[src/rtl/barometric_pressure_compensation_assert.svh]
// Assertion macros shared by the barometric compensation RTL.
`ifndef BAROMETRIC_PRESSURE_COMPENSATION_ASSERT_SVH
`define BAROMETRIC_PRESSURE_COMPENSATION_ASSERT_SVH
`ifndef SYNTH
// Same-cycle implication, disabled during reset.
`define BPC_ASSERT_IMPL(lbl, clk, rst_n, ante, cons, msg) \
    lbl: assert property (@(posedge clk) disable iff (!rst_n) (ante) |-> cons) \
        else $error(msg);
// Next-cycle implication, disabled during reset.
`define BPC_ASSERT_NEXT(lbl, clk, rst_n, ante, cons, msg) \
    lbl: assert property (@(posedge clk) disable iff (!rst_n) (ante) |=> cons) \
        else $error(msg);
`else
`define BPC_ASSERT_IMPL(lbl, clk, rst_n, ante, cons, msg)
`define BPC_ASSERT_NEXT(lbl, clk, rst_n, ante, cons, msg)
`endif
`endif

[src/rtl/bpc_div.sv]
// Pipelined unsigned restoring divider, one quotient bit per stage.
`include "barometric_pressure_compensation_assert.svh"
module bpc_div #(
    parameter int W      = 32,
    parameter int SIDE_W = 1
) (
    input  logic              i_clk,
    input  logic              i_rst_n,
    input  logic              i_valid,
    input  logic [W-1:0]      i_dividend,
    input  logic [W-1:0]      i_divisor,
    input  logic [SIDE_W-1:0] i_side,
    output logic              o_valid,
    output logic [W-1:0]      o_quot,
    output logic [SIDE_W-1:0] o_side
);
    logic [W-1:0]      r_rem  [0:W-1];
    logic [W-1:0]      r_dq   [0:W-1];
    logic [W-1:0]      r_dvs  [0:W-1];
    logic [SIDE_W-1:0] r_side [0:W-1];
    logic              r_vld  [0:W-1];

    for (genvar k = 0; k < W; k++) begin : g_stage
        logic [W-1:0]      cur_rem, cur_dq, cur_dvs;
        logic [SIDE_W-1:0] cur_side;
        logic              cur_vld;
        logic [W:0]        trial, diff;
        logic              fits;

        if (k == 0) begin : g_first
            assign cur_rem  = '0;
            assign cur_dq   = i_dividend;
            assign cur_dvs  = i_divisor;
            assign cur_side = i_side;
            assign cur_vld  = i_valid;
        end else begin : g_next
            assign cur_rem  = r_rem[k-1];
            assign cur_dq   = r_dq[k-1];
            assign cur_dvs  = r_dvs[k-1];
            assign cur_side = r_side[k-1];
            assign cur_vld  = r_vld[k-1];
        end

        // Shift in the next dividend bit and subtract where it fits.
        assign trial = {cur_rem, cur_dq[W-1]};
        assign diff  = trial - {1'b0, cur_dvs};
        assign fits  = !diff[W];

        always_ff @(posedge i_clk) begin
            if (!i_rst_n) begin
                r_vld[k] <= 1'b0;
            end else begin
                r_vld[k] <= cur_vld;
            end
        end

        always_ff @(posedge i_clk) begin
            r_rem[k]  <= fits ? diff[W-1:0] : trial[W-1:0];
            r_dq[k]   <= {cur_dq[W-2:0], fits};
            r_dvs[k]  <= cur_dvs;
            r_side[k] <= cur_side;
        end
    end

    assign o_valid = r_vld[W-1];
    assign o_quot  = r_dq[W-1];
    assign o_side  = r_side[W-1];

    `BPC_ASSERT_IMPL(a_div_latency, i_clk, i_rst_n, i_valid, ##W o_valid, "divider word lost")
endmodule

[config.mk]
export PLATFORM = sky130hd
export DESIGN_NAME = bpc_div
export DESIGN_NICKNAME = d
export VERILOG_FILES = /design/src/rtl/bpc_div.sv
export VERILOG_INCLUDE_DIRS = /design/src /design/src/rtl
export SDC_FILE = /design/constraint.sdc
export NUM_CORES = 2
export LEC_CHECK = 0
export BUFFER_PORTS_ARGS = -buffer_cell sky130_fd_sc_hd__buf_2
export CAP_MARGIN = 20
export CORE_ASPECT_RATIO = 1.5
export CORE_MARGIN = 8
export CORE_UTILIZATION = 60
export CTS_CLUSTER_DIAMETER = 40
export CTS_CLUSTER_SIZE = 12
export DETAILED_ROUTE_END_ITERATION = 7
export PLACE_DENSITY_LB_ADDON = 0.3
export SLEW_MARGIN = 20
export SYNTH_ARGS = -nofsm -noshare
export SYNTH_HDL_FRONTEND = slang
export SYNTH_SLANG_ARGS = --single-unit
[constraint.sdc]
create_clock -name i_clk -period 6.3 [get_ports i_clk]
set_input_delay 1.26 -clock i_clk [delete_from_list [all_inputs] [get_ports i_clk]]
set_output_delay 1.26 -clock i_clk [all_outputs]
set_load 0.1 [all_outputs]
* After elaboration in Yosys (flattened, before gate mapping) *
Memory sizes are Yosys's and may differ from the RTL's.
Cells that the tools add are included.

storage, ports and cells
  output and inout port bits = 34
  memories kept = 5
  logic and storage cells = 167
  register bits = 0
  bits in writable memories = 3136
  input port bits = 68

memory list
  name    words  bits a word  rd ports  clocked after memory_dff  write ports  line           text
  r_dq    32     32           32        0                         32           bpc_div.sv:18  logic [W-1:0] r_dq [0:W-1];
  r_dvs   32     32           31        0                         32           bpc_div.sv:19  logic [W-1:0] r_dvs [0:W-1];
  r_rem   32     32           31        0                         32           bpc_div.sv:17  logic [W-1:0] r_rem [0:W-1];
  r_side  32     1            32        0                         32           bpc_div.sv:20  logic [SIDE_W-1:0] r_side [0:W-1];
  r_vld   32     1            32        0                         32           bpc_div.sv:21  logic r_vld [0:W-1];

cells by class
  muxes and demuxes = 66
  bitwise operators = 32
  add/sub/neg operators = 32
  reduce and logical (&&, ||, !) cells = 32

operators by type and width
  kind              count
  $mux W32          32
  $sub A33 B32 Y33  31
  $mux W1           34
  $sub A1 B32 Y33   1
  $logic_not A1 Y1  32
  $or A1 B1 Y1      32

* Logic depth before layout (Yosys ltp) *
An unclocked memory read counts as a cell.

  depth in word-level cells = 3
  mapped depth = 15
  depth with buffers taken out = 13

* Worst setup path after synthesis *
No wires, ideal clock.

  path kind = register -> register
  start point = memory r_dq[16][31], in the netlist r_dq[4][31]
  end point = memory r_rem[17][4], in the netlist r_rem[1][36]
  setup time = 121 ps
  buffers on the path = 1
  period minus slack after synthesis = 3666 ps
  required time = 6179 ps
  arrival time = 3545 ps
  cell stages (with the launch flop) = 15
  slack = 2634 ps
  path through = dfxtp_1 inv_1 ha_1 fa_1 nor2b_1 o31ai_1 a2111oi_1 o21ai_1 o311ai_1 a31oi_1 o21ai_1 nor4b_1 a2111oi_4 buf_2 mux2_2

RTL lines
  element             line
  start: declaration  bpc_div.sv:18
  end: declaration    bpc_div.sv:17

==> results.py <==
metrics = {
    "drt": {
        "dr.pass1.iters": 8,
        "ant_nets": 0,
        "wire_per_inst_um": 19.9,
        "post-route-drc-count": 0,
        "vias": 90464,
        "drtIter0Drc": 3443,
        "drt_wl_total_um": 311000,
        "via_per_inst": 5.80,
    },
    "clock_network": {
        "htreeDepth": 5,
        "post_cts_resized": 0,
        "cts_setup_buffers": 0,
        "cts_sinks": 3072,
        "numCtsBuffers": 338,
        "hold_buffers": 0,
        "cts-root-buf": "clkbuf_16",
        "cts_tree": "done",
        "clkLatencyLatePin_ns": 0.89,
        "path_clk_slew_ns": 0.06,
        "clock_path_buffers": 4,
    },
    "setup_path": {
        "r2r-start": "r_dq[4][31]",
        "slowest_delay_ns": 0.74,
        "path_common_cell": "o21ai_1",
        "start_kind": "flop",
        "setup.worst_path.class": "flop to flop",
        "endpoint_kind": "flop",
        "cp_data_required_time_ns": 7.07,
        "cp_data_arrival_time_ns": 6.02,
        "crit_slowest_cell": "a2111oi_1",
        "crit_chain": "inv_1 > ha_1 > fa_1 > nor2b_1 > o31ai_1 > a2111oi_1 > o21ai_1 > o311ai_1 > a31oi_1 > o21ai_1 > nor4b_1 > a2111oi_4 > buf_4 > mux2_2",
        "r2r_setup_slack_ns": 1.05,
        "path_max_fanout": 33,
        "r2r_cells": 14,
        "r2r-end": "r_rem[1][34]",
    },
    "synthesis": {
        "ys_top_cells_by_area": "dfxtp_1 (48%), ha_1 (9.8%), mux2_2 (6.7%), inv_1 (3.6%), xnor2_1 (3.5%)",
        "yosysMostFrequentCell": "dfxtp_1",
        "yosys.area.top_type": "dfxtp_1",
        "ys_types": 89,
        "syn_avg_cell_area_um2": 10.2,
        "yosysWarnings": 0,
        "yosys.area.top_type_share_pct": 48.5,
        "synth_edf_count": 0,
        "netlist_area_um2": 127000,
        "synth_common_cells": "dfxtp_1 (3072), inv_1 (1216), ha_1 (993)",
        "ys.flop_type": "dfxtp_1",
        "synth_cells": 12454,
        "seq_area_frac_synth_pct": 48.5,
        "ys_ff_latch": 3072,
        "async_reset_ff_share_pct": 0,
    },
    "layout": {
        "finalNetCount": 13729,
        "drive_above_1_share_pct": 11.8,
        "multi_input_area_um2": 59900,
        "utilization_pct": 66.7,
        "fillers": 15896,
        "area_growth_pct": 10.9,
        "seq_area_um2": 61500,
    },
    "flow_run": {
        "max_cap_viol_count": 0,
    },
    "placement": {
        "gp_congestion": 1.00,
        "io_buffers": 101,
        "place_hpwl_um": 239000,
    },
    "sta": {
        "finalSetupTns_ns": 0,
        "fmax_ghz": 0.190,
        "fin_crit_sh_pct": 83.4,
        "hold_viol_final": 0,
        "slew-limit-headroom_pct": 16.0,
        "skew_ns": 0.0598,
        "rsz0062_at_grt": "no",
        "max_slew.worst_pin.slew_ns": 1.25,
        "post-route-min-period_ns": 5.25,
        "hold_ws_ns": 0.304,
        "timing.final.max_slew_violations": 0,
        "finalSetupViolCount": 0,
    },
    "die": {
        "rows": 207,
        "initial_core_util_pct": 60.1,
        "die_w_um": 392,
        "die_h_um": 579,
        "dieArea_um2": 227000,
        "core_area_um2": 211000,
        "num_io_pins": 102,
    },
    "power_and_ir_drop": {
        "p_sw_mw": 35.0,
        "power_density_nw_per_um2": 647,
        "internal_power_mw": 56.1,
        "combPwrFrac_pct": 49.1,
        "seq_power_share_pct": 30.7,
        "swShare_pct": 38.4,
        "peakVddDrop_mv": 0.565,
        "p_leak_nw": 64.9,
        "clock_power_share_pct": 20.2,
    },
    "status": {
        "status": "finished, final reports clean",
    },
    "grt": {
        "grt_pass1_wl_um": 481000,
        "track_usage_pct": 26.3,
        "grt_max_degree": 59,
        "grt_pass1_vias": 97510,
        "overflow": 0,
        "antenna_found_initial": 2,
    },
    "hold_path": {
        "holdPathEnd": "r_dq[1][78]",
        "whs_path_depth": 0,
        "hold_class": "flop to flop",
        "worstHoldStart": "r_dq[1][45]",
    },
}
## logic make-up after synthesis
family | after synthesis | synth area share, %
adder cells (fa/ha/maj) | 1023 | 10.3
buffers and inverters | 1556 | 4.71
AO/OA/AOI/OAI | 2953 | 14.9
flip-flops | 3072 | 48.5
XOR/XNOR | 806 | 5.57
multiplexers | 863 | 7.58
other | 1 | 0.00295
AND/OR/NAND/NOR | 2180 | 8.47
## sequential cells by signal, indices dropped and copies added, names as in the netlist
register  flops
r_dq       1024
r_dvs       992
r_rem       992
r_side       32
r_vld        32
## layer usage
layer  track usage (%)  routed length (um)
met5                 0                   0
met4              24.7               33000
met3              3.66                9330
met2              56.9              183000
met1              17.8               85400
## cell type report
| class | count | area share [%] |
|---|---|---|
| antenna | 1 | 0.00178 |
| clock buffer | 392 | 6.41 |
| clock inverter | 91 | 0.805 |
| inverter | 1216 | 3.24 |
| multi-input combinational | 7840 | 42.5 |
| sequential | 3072 | 43.7 |
| tap | 2821 | 2.51 |
| timing repair buffer | 170 | 0.805 |
## how the worst max path moves through the flow
stage | startpoint | to | slack [ns] | cells past startpoint
after floorplan | r_dq[4][31] | r_rem[1][36] | 2.63 | 14
after global placement | r_dq[4][31] | r_rem[1][34] | 1.24 | 14
after detailed placement | r_dq[4][31] | r_rem[1][35] | 1.18 | 14
after CTS | r_dq[4][31] | r_rem[1][49] | 1.08 | 14
after global routing | r_dq[4][31] | r_rem[1][45] | 0.84 | 14
final | r_dq[4][31] | r_rem[1][34] | 1.05 | 14
## placed cells by master, fill, tap and decap left out, types with 28 or more instances in the layout
| master | instances |
|---|---|
| nand3_1 | 218 |
| o31ai_1 | 80 |
| buf_2 | 102 |
| nor2_1 | 478 |
| nand4_1 | 124 |
| clkbuf_16 | 342 |
| a2111oi_0 | 29 |
| inv_1 | 1216 |
| and2_1 | 71 |
| a21boi_0 | 29 |
| or2_2 | 33 |
| o21a_1 | 153 |
| o21ai_0 | 610 |
| a31oi_1 | 87 |
| nor4_1 | 32 |
| dfxtp_1 | 3072 |
| buf_4 | 62 |
| o211ai_1 | 58 |
| o21bai_1 | 76 |
| xor2_1 | 276 |
| a211oi_1 | 52 |
| o31a_1 | 30 |
| nor3_1 | 88 |
| ha_1 | 993 |
| nand2b_1 | 133 |
| and3_1 | 89 |
| a221o_1 | 28 |
| a21oi_1 | 896 |
| xnor2_1 | 509 |
| a311oi_1 | 33 |
| nor2b_1 | 134 |
| a21o_1 | 478 |
| fa_1 | 30 |
| mux2i_1 | 79 |
| nand2_1 | 632 |
| mux2_2 | 758 |
## critical path, delay by kind of cell (launching register included)
kind            cells  cell delay [ns]
compound gates      7             2.80
fa+ha+maj           2             0.65
buf+inv             2             0.54
flops               1             0.30
mux                 1             0.41
simple gates        2             0.35
## power by group through the flow
stage | Clock (mW) | Combinational (mW) | Sequential [mW]
2_1_floorplan | 0 | 33.0 | 28.0
3_3_place_gp | 0 | 42.3 | 28.1
3_5_place_dp | 0 | 43.9 | 28.3
4_1_cts | 18.8 | 44.4 | 28.0
5_1_grt | 19.6 | 48.4 | 28.5
6_report | 18.4 | 44.7 | 28.0
## metrics by stage
| stage | instances | instance area [um^2] | worst slack, ns | total power [mW] |
|---|---|---|---|---|
| floorplan | 12468 | 127000 | 2.63 | 61.0 |
| detailed placement | 15118 | 131000 | 1.18 | 72.2 |
| global placement | 15113 | 130000 | 1.24 | 70.4 |
| finish | 15603 | 141000 | 1.05 | 91.1 |
| CTS | 15601 | 141000 | 1.08 | 91.1 |
| global route | 15603 | 141000 | 0.841 | 96.4 |
(Power assumes the default switching activity.)
